`src/design/frrl_pkg.sv`:
```
`default_nettype none
// ----------------------------------------------------------------------------
// frrl_pkg
// Shared types and constants of the frequency ranked recent list: field
// widths, operation codes, table entry layout and controller states.
// ----------------------------------------------------------------------------
package frrl_pkg;

   localparam int DATA_W = 32;
   localparam int USES_W = 16;
   localparam int STEP_W = 8;

   localparam logic [USES_W-1:0] USES_MAX = {USES_W{1'b1}};

   localparam logic OP_ADD   = 1'b0;
   localparam logic OP_FETCH = 1'b1;

   typedef struct packed {
      logic [DATA_W-1:0] key;
      logic [DATA_W-1:0] ident;
      logic [DATA_W-1:0] payload;
      logic [USES_W-1:0] uses;
      logic [DATA_W-1:0] stamp;
   } frrl_entry_type;

   typedef enum logic [3:0] {
      ST_IDLE,
      ST_ADD_SCAN,
      ST_SHIFT,
      ST_APPEND,
      ST_MOD,
      ST_RANK_CAND,
      ST_RANK_LOAD,
      ST_RANK_CMP,
      ST_RESP
   } frrl_state_type;

endpackage
`default_nettype wire

```
`src/design/frequency_ranked_recent_list_core.sv`:
```
`default_nettype none
// ----------------------------------------------------------------------------
// frequency_ranked_recent_list_core
// Recent list of up to 2*VISIBLE_ITEMS entries, ranked by use count, with
// least recent eviction and a wrapping read position over the top entries.
// ----------------------------------------------------------------------------
// The block keeps all entries in one single-port-read, single-port-write table
// memory with a registered read port, and works on one request at a time.
// An add transfer (operation 0) scans the used entries for the key: on a hit
// the entry's count is bumped (saturating) and its stamp refreshed; on a miss
// with a full table the least recent entry is removed by moving the later
// entries down one place, then the new entry is appended with count one. Every
// add clears the read position and returns a result transfer with valid_res
// low and zero fields. A fetch transfer (operation 1) advances the read
// position by step-1 (step 0 acts as 1) modulo L = min(VISIBLE_ITEMS, used)
// and returns the entry of that rank, counts highest first, ties in table
// order. An add runs the key scan, then on a full-table miss the move-down,
// and then the append. A fetch runs a restoring modulo of position plus step,
// one bit at a time, then the rank search: each entry in table order is
// taken as candidate and compared with every used entry until the number
// ranked ahead of it equals the target rank. Either request then loads the
// output register. The table memory delivers one entry per cycle to the
// compare logic. The request side is held off (req_stall) while a request
// is in work; a finished result waits in the output register and does not
// block the next request transfer.
// ----------------------------------------------------------------------------
module frequency_ranked_recent_list_core #(
   parameter int VISIBLE_ITEMS = 8
) (
   input  wire                          clock,
   input  wire                          reset,
   // request channel
   input  wire                          req_valid,
   output logic                         req_stall,
   input  wire                          req_operation,
   input  wire  [frrl_pkg::DATA_W-1:0]  req_key,
   input  wire  [frrl_pkg::DATA_W-1:0]  req_ident,
   input  wire  [frrl_pkg::DATA_W-1:0]  req_payload,
   input  wire  [frrl_pkg::STEP_W-1:0]  req_step,
   // response channel
   output logic                         rsp_valid,
   input  wire                          rsp_stall,
   output logic                         rsp_valid_res,
   output logic [frrl_pkg::DATA_W-1:0]  rsp_out_key,
   output logic [frrl_pkg::DATA_W-1:0]  rsp_out_ident,
   output logic [frrl_pkg::DATA_W-1:0]  rsp_out_payload
);

   import frrl_pkg::*;

   // table geometry
   localparam int TABLE_SIZE = 2 * VISIBLE_ITEMS;
   localparam int IDX_W      = $clog2(TABLE_SIZE);
   localparam int CNT_W      = $clog2(TABLE_SIZE + 1);
   localparam int POS_W      = $clog2(VISIBLE_ITEMS + 1);
   // read position plus step-1, and the shifted divisor of the modulo step
   localparam int SUM_W      = ((POS_W > STEP_W) ? POS_W : STEP_W) + 1;
   localparam int DIV_W      = SUM_W + POS_W;
   localparam int BIT_W      = $clog2(SUM_W);

   localparam logic [CNT_W-1:0] TABLE_FULL  = CNT_W'(TABLE_SIZE);
   localparam logic [CNT_W-1:0] VIS_CNT     = CNT_W'(VISIBLE_ITEMS);
   localparam logic [POS_W-1:0] VIS_POS     = POS_W'(VISIBLE_ITEMS);
   localparam logic [BIT_W-1:0] BIT_TOP     = BIT_W'(SUM_W - 1);

   // table memory
   frrl_entry_type mem_ff [TABLE_SIZE];
   frrl_entry_type rd_data_ff;
   logic                 rd_en;
   logic [IDX_W-1:0]     rd_addr;
   logic                 wr_en;
   logic [IDX_W-1:0]     wr_addr;
   frrl_entry_type       wr_data;

   // control state
   frrl_state_type       state_ff, state_in;
   logic [CNT_W-1:0]     used_ff, used_in;
   logic [POS_W-1:0]     rdpos_ff, rdpos_in;
   logic [DATA_W-1:0]    tick_ff, tick_in;
   logic                 rd_vld_ff, rd_vld_in;
   logic [IDX_W-1:0]     rd_idx_ff, rd_idx_in;

   // working registers
   logic [CNT_W-1:0]     scan_ff, scan_in;
   logic [DATA_W-1:0]    op_key_ff, op_key_in;
   logic [DATA_W-1:0]    op_ident_ff, op_ident_in;
   logic [DATA_W-1:0]    op_payload_ff, op_payload_in;
   logic [IDX_W-1:0]     oldest_ff, oldest_in;
   logic [DATA_W-1:0]    ostamp_ff, ostamp_in;
   logic [SUM_W-1:0]     rem_ff, rem_in;
   logic [POS_W-1:0]     lim_ff, lim_in;
   logic [BIT_W-1:0]     bit_ff, bit_in;
   logic [POS_W-1:0]     target_ff, target_in;
   logic [IDX_W-1:0]     cand_ptr_ff, cand_ptr_in;
   frrl_entry_type       cand_ff, cand_in;
   logic [IDX_W-1:0]     cand_idx_ff, cand_idx_in;
   logic [CNT_W-1:0]     count_ff, count_in;
   logic                 res_valid_ff, res_valid_in;

   // response register
   logic                 rsp_valid_ff, rsp_valid_in;
   logic                 rsp_valid_res_ff;
   logic [DATA_W-1:0]    rsp_key_ff;
   logic [DATA_W-1:0]    rsp_ident_ff;
   logic [DATA_W-1:0]    rsp_payload_ff;
   logic                 rsp_load;

   // helpers
   logic                 req_fire;
   logic                 add_hit;
   logic [USES_W-1:0]    uses_bump;
   logic [POS_W-1:0]     lim_now;
   logic [POS_W-1:0]     pos_start;
   logic [STEP_W-1:0]    step_adv;
   logic [DIV_W-1:0]     div_sh;
   logic [SUM_W-1:0]     rem_next;

   assign req_stall = (state_ff != ST_IDLE);
   assign req_fire  = req_valid && !req_stall;

   assign add_hit   = rd_vld_ff && (rd_data_ff.key == op_key_ff);
   assign uses_bump = (rd_data_ff.uses == USES_MAX) ? rd_data_ff.uses
                                                    : rd_data_ff.uses + USES_W'(1);

   // shown range and starting position of a fetch
   assign lim_now   = (used_ff < VIS_CNT) ? used_ff[POS_W-1:0] : VIS_POS;
   assign pos_start = (rdpos_ff >= lim_now) ? '0 : rdpos_ff;
   assign step_adv  = (req_step == '0) ? '0 : req_step - STEP_W'(1);

   // one restoring step of the position modulo
   assign div_sh    = DIV_W'(lim_ff) << bit_ff;
   assign rem_next  = (DIV_W'(rem_ff) >= div_sh) ? rem_ff - div_sh[SUM_W-1:0] : rem_ff;

   // ---------------------------------------------------------------------
   // Table memory: one write port, one registered read port
   // ---------------------------------------------------------------------
   always_ff @(posedge clock) begin
      if (wr_en) begin
         mem_ff[wr_addr] <= wr_data;
      end
      if (rd_en) begin
         rd_data_ff <= mem_ff[rd_addr];
      end
   end

   // ---------------------------------------------------------------------
   // Registers
   // ---------------------------------------------------------------------
   always_ff @(posedge clock) begin
      if (reset) begin
         state_ff     <= ST_IDLE;
         used_ff      <= '0;
         rdpos_ff     <= '0;
         tick_ff      <= '0;
         rd_vld_ff    <= 1'b0;
         rsp_valid_ff <= 1'b0;
      end else begin
         state_ff     <= state_in;
         used_ff      <= used_in;
         rdpos_ff     <= rdpos_in;
         tick_ff      <= tick_in;
         rd_vld_ff    <= rd_vld_in;
         rsp_valid_ff <= rsp_valid_in;
      end
   end

   always_ff @(posedge clock) begin
      rd_idx_ff     <= rd_idx_in;
      scan_ff       <= scan_in;
      op_key_ff     <= op_key_in;
      op_ident_ff   <= op_ident_in;
      op_payload_ff <= op_payload_in;
      oldest_ff     <= oldest_in;
      ostamp_ff     <= ostamp_in;
      rem_ff        <= rem_in;
      lim_ff        <= lim_in;
      bit_ff        <= bit_in;
      target_ff     <= target_in;
      cand_ptr_ff   <= cand_ptr_in;
      cand_ff       <= cand_in;
      cand_idx_ff   <= cand_idx_in;
      count_ff      <= count_in;
      res_valid_ff  <= res_valid_in;
      if (rsp_load) begin
         // adds and empty fetches return zero fields
         rsp_valid_res_ff <= res_valid_ff;
         rsp_key_ff       <= res_valid_ff ? cand_ff.key     : '0;
         rsp_ident_ff     <= res_valid_ff ? cand_ff.ident   : '0;
         rsp_payload_ff   <= res_valid_ff ? cand_ff.payload : '0;
      end
   end

   // ---------------------------------------------------------------------
   // Controller
   // ---------------------------------------------------------------------
   always_comb begin
      state_in      = state_ff;
      used_in       = used_ff;
      rdpos_in      = rdpos_ff;
      tick_in       = tick_ff;
      scan_in       = scan_ff;
      op_key_in     = op_key_ff;
      op_ident_in   = op_ident_ff;
      op_payload_in = op_payload_ff;
      oldest_in     = oldest_ff;
      ostamp_in     = ostamp_ff;
      rem_in        = rem_ff;
      lim_in        = lim_ff;
      bit_in        = bit_ff;
      target_in     = target_ff;
      cand_ptr_in   = cand_ptr_ff;
      cand_in       = cand_ff;
      cand_idx_in   = cand_idx_ff;
      count_in      = count_ff;
      res_valid_in  = res_valid_ff;
      rd_en         = 1'b0;
      rd_addr       = scan_ff[IDX_W-1:0];
      wr_en         = 1'b0;
      wr_addr       = rd_idx_ff;
      wr_data       = rd_data_ff;
      rsp_load      = 1'b0;

      case (state_ff)
         ST_IDLE: begin
            if (req_fire) begin
               op_key_in     = req_key;
               op_ident_in   = req_ident;
               op_payload_in = req_payload;
               scan_in       = '0;
               res_valid_in  = 1'b0;
               if (req_operation == OP_ADD) begin
                  state_in = ST_ADD_SCAN;
               end else if (lim_now == '0) begin
                  // empty table: nothing to show
                  rdpos_in = '0;
                  state_in = ST_RESP;
               end else begin
                  rem_in   = SUM_W'(pos_start) + SUM_W'(step_adv);
                  lim_in   = lim_now;
                  bit_in   = BIT_TOP;
                  state_in = ST_MOD;
               end
            end
         end

         ST_ADD_SCAN: begin
            if (rd_vld_ff) begin
               if (add_hit) begin
                  // touch: bump count, refresh stamp
                  wr_en         = 1'b1;
                  wr_addr       = rd_idx_ff;
                  wr_data.uses  = uses_bump;
                  wr_data.stamp = tick_ff;
                  tick_in       = tick_ff + DATA_W'(1);
                  rdpos_in      = '0;
                  state_in      = ST_RESP;
               end else if (rd_idx_ff == '0 || rd_data_ff.stamp < ostamp_ff) begin
                  // first entry with the smallest stamp wins
                  oldest_in = rd_idx_ff;
                  ostamp_in = rd_data_ff.stamp;
               end
            end
            if (!add_hit) begin
               if (scan_ff < used_ff) begin
                  rd_en   = 1'b1;
                  scan_in = scan_ff + CNT_W'(1);
               end else if (!rd_vld_ff) begin
                  if (used_ff == TABLE_FULL) begin
                     scan_in  = CNT_W'(oldest_ff) + CNT_W'(1);
                     state_in = ST_SHIFT;
                  end else begin
                     state_in = ST_APPEND;
                  end
               end
            end
         end

         ST_SHIFT: begin
            // move each entry after the evicted one down one place
            if (rd_vld_ff) begin
               wr_en   = 1'b1;
               wr_addr = rd_idx_ff - IDX_W'(1);
            end
            if (scan_ff < used_ff) begin
               rd_en   = 1'b1;
               scan_in = scan_ff + CNT_W'(1);
            end else if (!rd_vld_ff) begin
               used_in  = used_ff - CNT_W'(1);
               state_in = ST_APPEND;
            end
         end

         ST_APPEND: begin
            wr_en           = 1'b1;
            wr_addr         = used_ff[IDX_W-1:0];
            wr_data.key     = op_key_ff;
            wr_data.ident   = op_ident_ff;
            wr_data.payload = op_payload_ff;
            wr_data.uses    = USES_W'(1);
            wr_data.stamp   = tick_ff;
            used_in         = used_ff + CNT_W'(1);
            tick_in         = tick_ff + DATA_W'(1);
            rdpos_in        = '0;
            state_in        = ST_RESP;
         end

         ST_MOD: begin
            rem_in = rem_next;
            if (bit_ff == '0) begin
               target_in   = rem_next[POS_W-1:0];
               rdpos_in    = rem_next[POS_W-1:0] + POS_W'(1);
               cand_ptr_in = '0;
               state_in    = ST_RANK_CAND;
            end else begin
               bit_in = bit_ff - BIT_W'(1);
            end
         end

         ST_RANK_CAND: begin
            rd_en    = 1'b1;
            rd_addr  = cand_ptr_ff;
            state_in = ST_RANK_LOAD;
         end

         ST_RANK_LOAD: begin
            cand_in     = rd_data_ff;
            cand_idx_in = rd_idx_ff;
            count_in    = '0;
            scan_in     = '0;
            state_in    = ST_RANK_CMP;
         end

         ST_RANK_CMP: begin
            // count entries ranked ahead of the candidate
            if (rd_vld_ff && (rd_data_ff.uses > cand_ff.uses ||
                              (rd_data_ff.uses == cand_ff.uses && rd_idx_ff < cand_idx_ff))) begin
               count_in = count_ff + CNT_W'(1);
            end
            if (scan_ff < used_ff) begin
               rd_en   = 1'b1;
               scan_in = scan_ff + CNT_W'(1);
            end else if (!rd_vld_ff) begin
               if (count_ff == CNT_W'(target_ff)) begin
                  res_valid_in = 1'b1;
                  state_in     = ST_RESP;
               end else begin
                  cand_ptr_in = cand_ptr_ff + IDX_W'(1);
                  state_in    = ST_RANK_CAND;
               end
            end
         end

         ST_RESP: begin
            // hold until the output register is free
            if (!rsp_valid_ff || !rsp_stall) begin
               rsp_load = 1'b1;
               state_in = ST_IDLE;
            end
         end

         default: begin
            state_in = ST_IDLE;
         end
      endcase
   end

   assign rd_vld_in = rd_en;
   assign rd_idx_in = rd_en ? rd_addr : rd_idx_ff;

   always_comb begin
      rsp_valid_in = rsp_valid_ff;
      if (rsp_load) begin
         rsp_valid_in = 1'b1;
      end else if (rsp_valid_ff && !rsp_stall) begin
         rsp_valid_in = 1'b0;
      end
   end

   assign rsp_valid       = rsp_valid_ff;
   assign rsp_valid_res   = rsp_valid_res_ff;
   assign rsp_out_key     = rsp_key_ff;
   assign rsp_out_ident   = rsp_ident_ff;
   assign rsp_out_payload = rsp_payload_ff;

endmodule
`default_nettype wire
```
`config.mk`:
```
export PLATFORM = sky130hd
export DESIGN_NAME = frequency_ranked_recent_list_core
export DESIGN_NICKNAME = d
export VERILOG_FILES = /design/src/design/frrl_pkg.sv /design/src/design/frequency_ranked_recent_list_core.sv
export SDC_FILE = /design/constraint.sdc
export NUM_CORES = 2
export LEC_CHECK = 0
export BUFFER_PORTS_ARGS = -buffer_cell sky130_fd_sc_hd__buf_2
export CELL_PAD_IN_SITES_DETAIL_PLACEMENT = 0
export CELL_PAD_IN_SITES_GLOBAL_PLACEMENT = 2
export CORE_MARGIN = 2
export CORE_UTILIZATION = 31
export DETAILED_ROUTE_END_ITERATION = 6
export PLACE_DENSITY_LB_ADDON = 0.08
export SETUP_SLACK_MARGIN = 0.4
export SYNTH_ARGS = -nofsm -noshare
export SYNTH_HDL_FRONTEND = slang
export SYNTH_SLANG_ARGS = --single-unit
```
`constraint.sdc`:
```
create_clock -name clock -period 59.3 [get_ports clock]
set_clock_uncertainty 0.15 [all_clocks]
set_input_delay 11.86 -clock clock [delete_from_list [all_inputs] [get_ports clock]]
set_output_delay 11.86 -clock clock [all_outputs]
set_load 0.05 [all_outputs]
```
==> run summary <==
Status -> finished, final reports clean
Clock slew at reported path FFs -> 0.05 ns
Share of cells above drive strength 1 -> 9.472%
Hold slack final -> 0.2970 ns
Sequential fraction of the synthesis area -> 74.58%
Syn Area/Cell -> 13.05 sq um
Syn Inst Count -> 8836
Residual DRC -> 0
Setup tns final -> 0 ns
CP Class -> reg -> out
Reg area -> 0.08601 sq mm
# Post-CTS Setup Buffers -> 0
Register-to-Register Path Depth -> 11
Vias -> 71090
Synth Net Count -> 9037
Skew-Pair Late Insertion Delay -> 0.94 ns
Crit path max fanout -> 17
Final Hold Fails -> 0
Critical path origin -> state_ff[1]
Buf/Inv on CP -> 2
Crit path DAT -> 2.43 ns
PD cells -> 49.42 mW/mm^2
Iter 0 DRT Violations -> 5311
Lkg Pwr -> 0.04525 uW
RD Place Congestion -> 0.7259
Most numerous cell in the Yosys netlist -> edfxtp_1
Final period util -> 24.35%
Crit-path cells -> nor4_1 -> inv_1 -> buf_2
Area grow syn2layout -> 14.36%
Ys flop type -> edfxtp_1
Total congestion overflow -> 0
HPWL after DPL -> 185.4 mm
CP Capture Point -> req_stall
Synth unique cells -> 75
Die width -> 614.0 microns
Synth top cells by count -> 2833 x edfxtp_1, 2767 x nand2_1, 1193 x nand3_1
Die Height -> 614.0 microns
CTS Buf Count -> 341
Htree depth -> 5
Yosys top cell area share -> 73.76%
Drt pass-1 iters -> 6
Pin count of the biggest net entering global routing -> 170
R2r setup slk -> 52.00 ns
CP delay by family, top -> simple AND/OR/NAND/NOR gates
Max-Cap Viols -> 0
DRT Wirelength -> 373.1 mm
Via-per-instance ratio -> 4.999
Synth Cell Area -> 0.1153 sq mm
Worst R2R Start -> state_ff[1]
Cell type with the largest total area after synthesis -> edfxtp_1
Seq cells post-synth -> 2880
Total GRT Usage -> 19.49%
Initial antenna violation count -> 13
Req. time, crit path -> 47.29 ns
CP max stage cell -> nor4_1
Fill count -> 35810
Post-route ant nets -> 0
Nets -> 9205
Vias in the first global route -> 71120
CP Depth -> 3
Async S/R FF share, synth -> 0%
Largest cells by area after synthesis -> edfxtp_1 74%, nand2_1 9.0%, nand3_1 5.2%
Yosys Warn Count -> 0
Peak supply drop -> 0.00003534 V
Initial Util -> 31.20%
Worst-margin pin slew -> 1.239 ns
Worst min-delay path class -> reg -> reg
RSZ-0062 raised after global routing -> no
Setup crit start kind -> flop
CTS tree -> yes
Crit. End Element -> primary output
Reg-to-reg endpoint -> mem_ff[6][87]
Row cnt -> 223
Multi-input gate area -> 0.02666 sq mm
Slew Limit Headroom -> 15.01%
Die ar. -> 0.3769 sq mm
DR WL/cell -> 26.24 microns
Slew Viols, Final -> 0
Final setup fails -> 0
IO Pins -> 208
Post-CTS Hold Buffers -> 0
Core ar. -> 0.3697 sq mm
Post-CTS sizing -> 0
CTS Buffer Depth -> 4
Fmax -> 69.26 MHz
Final min period -> 14.44 ns
CTS Root Cell -> clkbuf_16
CP max stage delay -> 0.55 ns
EDFF count, synth -> 2833
First-pass GRT wire length -> 534.4 mm
PortBufs -> 207
Clk sinks -> 2880
==> layer usage <==
| metal | GRT usage (%) | share of wire (%) |
|---|---|---|
| met1 | 27.29 | 46 |
| met2 | 32.82 | 48 |
| met3 | 2.312 | 3.8 |
| met4 | 3.351 | 1.6 |
| met5 | 0 | 0 |
==> report_power, final <==
group / switching (uW) / internal [uW]
clock: 836 / 1110
combinational: 1430 / 467
sequential: 87.8 / 2590
total: 2350 / 4170
==> stage by stage <==
stage               total power [uW]  cell area [sq um]  instances  utilization (%)  worst slack (ns)
finish                          6519             131900      14220            35.68             44.86
global route                    6882             131900      14220            35.68             44.71
CTS                             6634             131900      14220            35.67             44.75
detailed placement              4657             121700      13610            32.93             44.25
global placement                4653             121700      13610            32.93             44.22
floorplan                       3934             115300       8836                -             33.09
==> worst min path at each step <==
| stage | startpoint | endpoint | slack, ns | depth (start not counted) |
|---|---|---|---|---|
| 5_1_grt | rd_data_ff[50] | cand_ff[50] | 0.31 | 0 |
| 3_3_place_gp | rd_data_ff[52] | cand_ff[52] | 0.28 | 0 |
| 6_report | rd_data_ff[49] | cand_ff[49] | 0.30 | 0 |
| 3_5_place_dp | rd_data_ff[49] | cand_ff[49] | 0.28 | 0 |
| 4_1_cts | rd_data_ff[49] | cand_ff[49] | 0.30 | 0 |
| 2_1_floorplan | rd_data_ff[100] | cand_ff[100] | 0.28 | 0 |
==> final cells by class <==
type	instances	share of cell area, %
Clock buffer	439	6.861
Timing Repair Buffer	377	1.914
Antenna cell	3	0.005692
Clock inverter	169	0.8224
Sequential cell	2880	65.21
Tap cell	4950	4.696
Multi-Input combinational cell	5315	20.21
Inverter	89	0.2808
==> state kept, by name, summed over array words and instances (netlist names), 9 cells and up <==
register         cells
op_key_ff           32
rsp_out_ident       32
cand_ff            112
ostamp_ff           32
rsp_out_key         32
rd_data_ff         144
op_payload_ff       32
rem_ff               9
mem_ff            2304
op_ident_ff         32
tick_ff             32
rsp_out_payload     32
==> worst reg2reg max path, cell delays in order (launching register included) <==
cell and delay (ns):
dfxtp_1 0.78, nand2b_1 0.26, nor2_1 0.68, nand2_4 0.63, inv_6 0.71, ha_1 0.27, a21oi_1 0.07, o21a_1 0.18
a211o_1 0.38, nor2_4 1.00, buf_4 0.90, buf_4 0.87
==> kinds of logic after synthesis <==
| logic type | share of synthesized area, % |
|---|---|
| DFF | 74.58 |
| xor gates and xnor gates | 0.6227 |
| AOI/OAI and AO/OA | 4.126 |
| adders and majority gates | 1.026 |
| buffers and inverters | 2.489 |
| and+or+nand+nor | 16.81 |
| muxes | 0.3547 |
==> cells in the final DEF, fill, tap and decap left out, types with 25 or more instances in the layout <==
cell and n:
a21oi_1 44, buf_2 207, edfxtp_1 2833, nor2_1 83
a31oi_1 150, a311oi_1 288, inv_1 84, and2_1 112
ha_1 89, o21ai_0 29, clkbuf_16 348, dfxtp_1 47
clkinv_2 56, a21o_1 25, and3_1 152, xnor2_1 65
nand4_1 37, clkinv_1 87, clkbuf_1 91, nand2_1 2766
buf_4 153, nor3_1 28, nand3_1 1193
(Power assumes the default switching activity.)
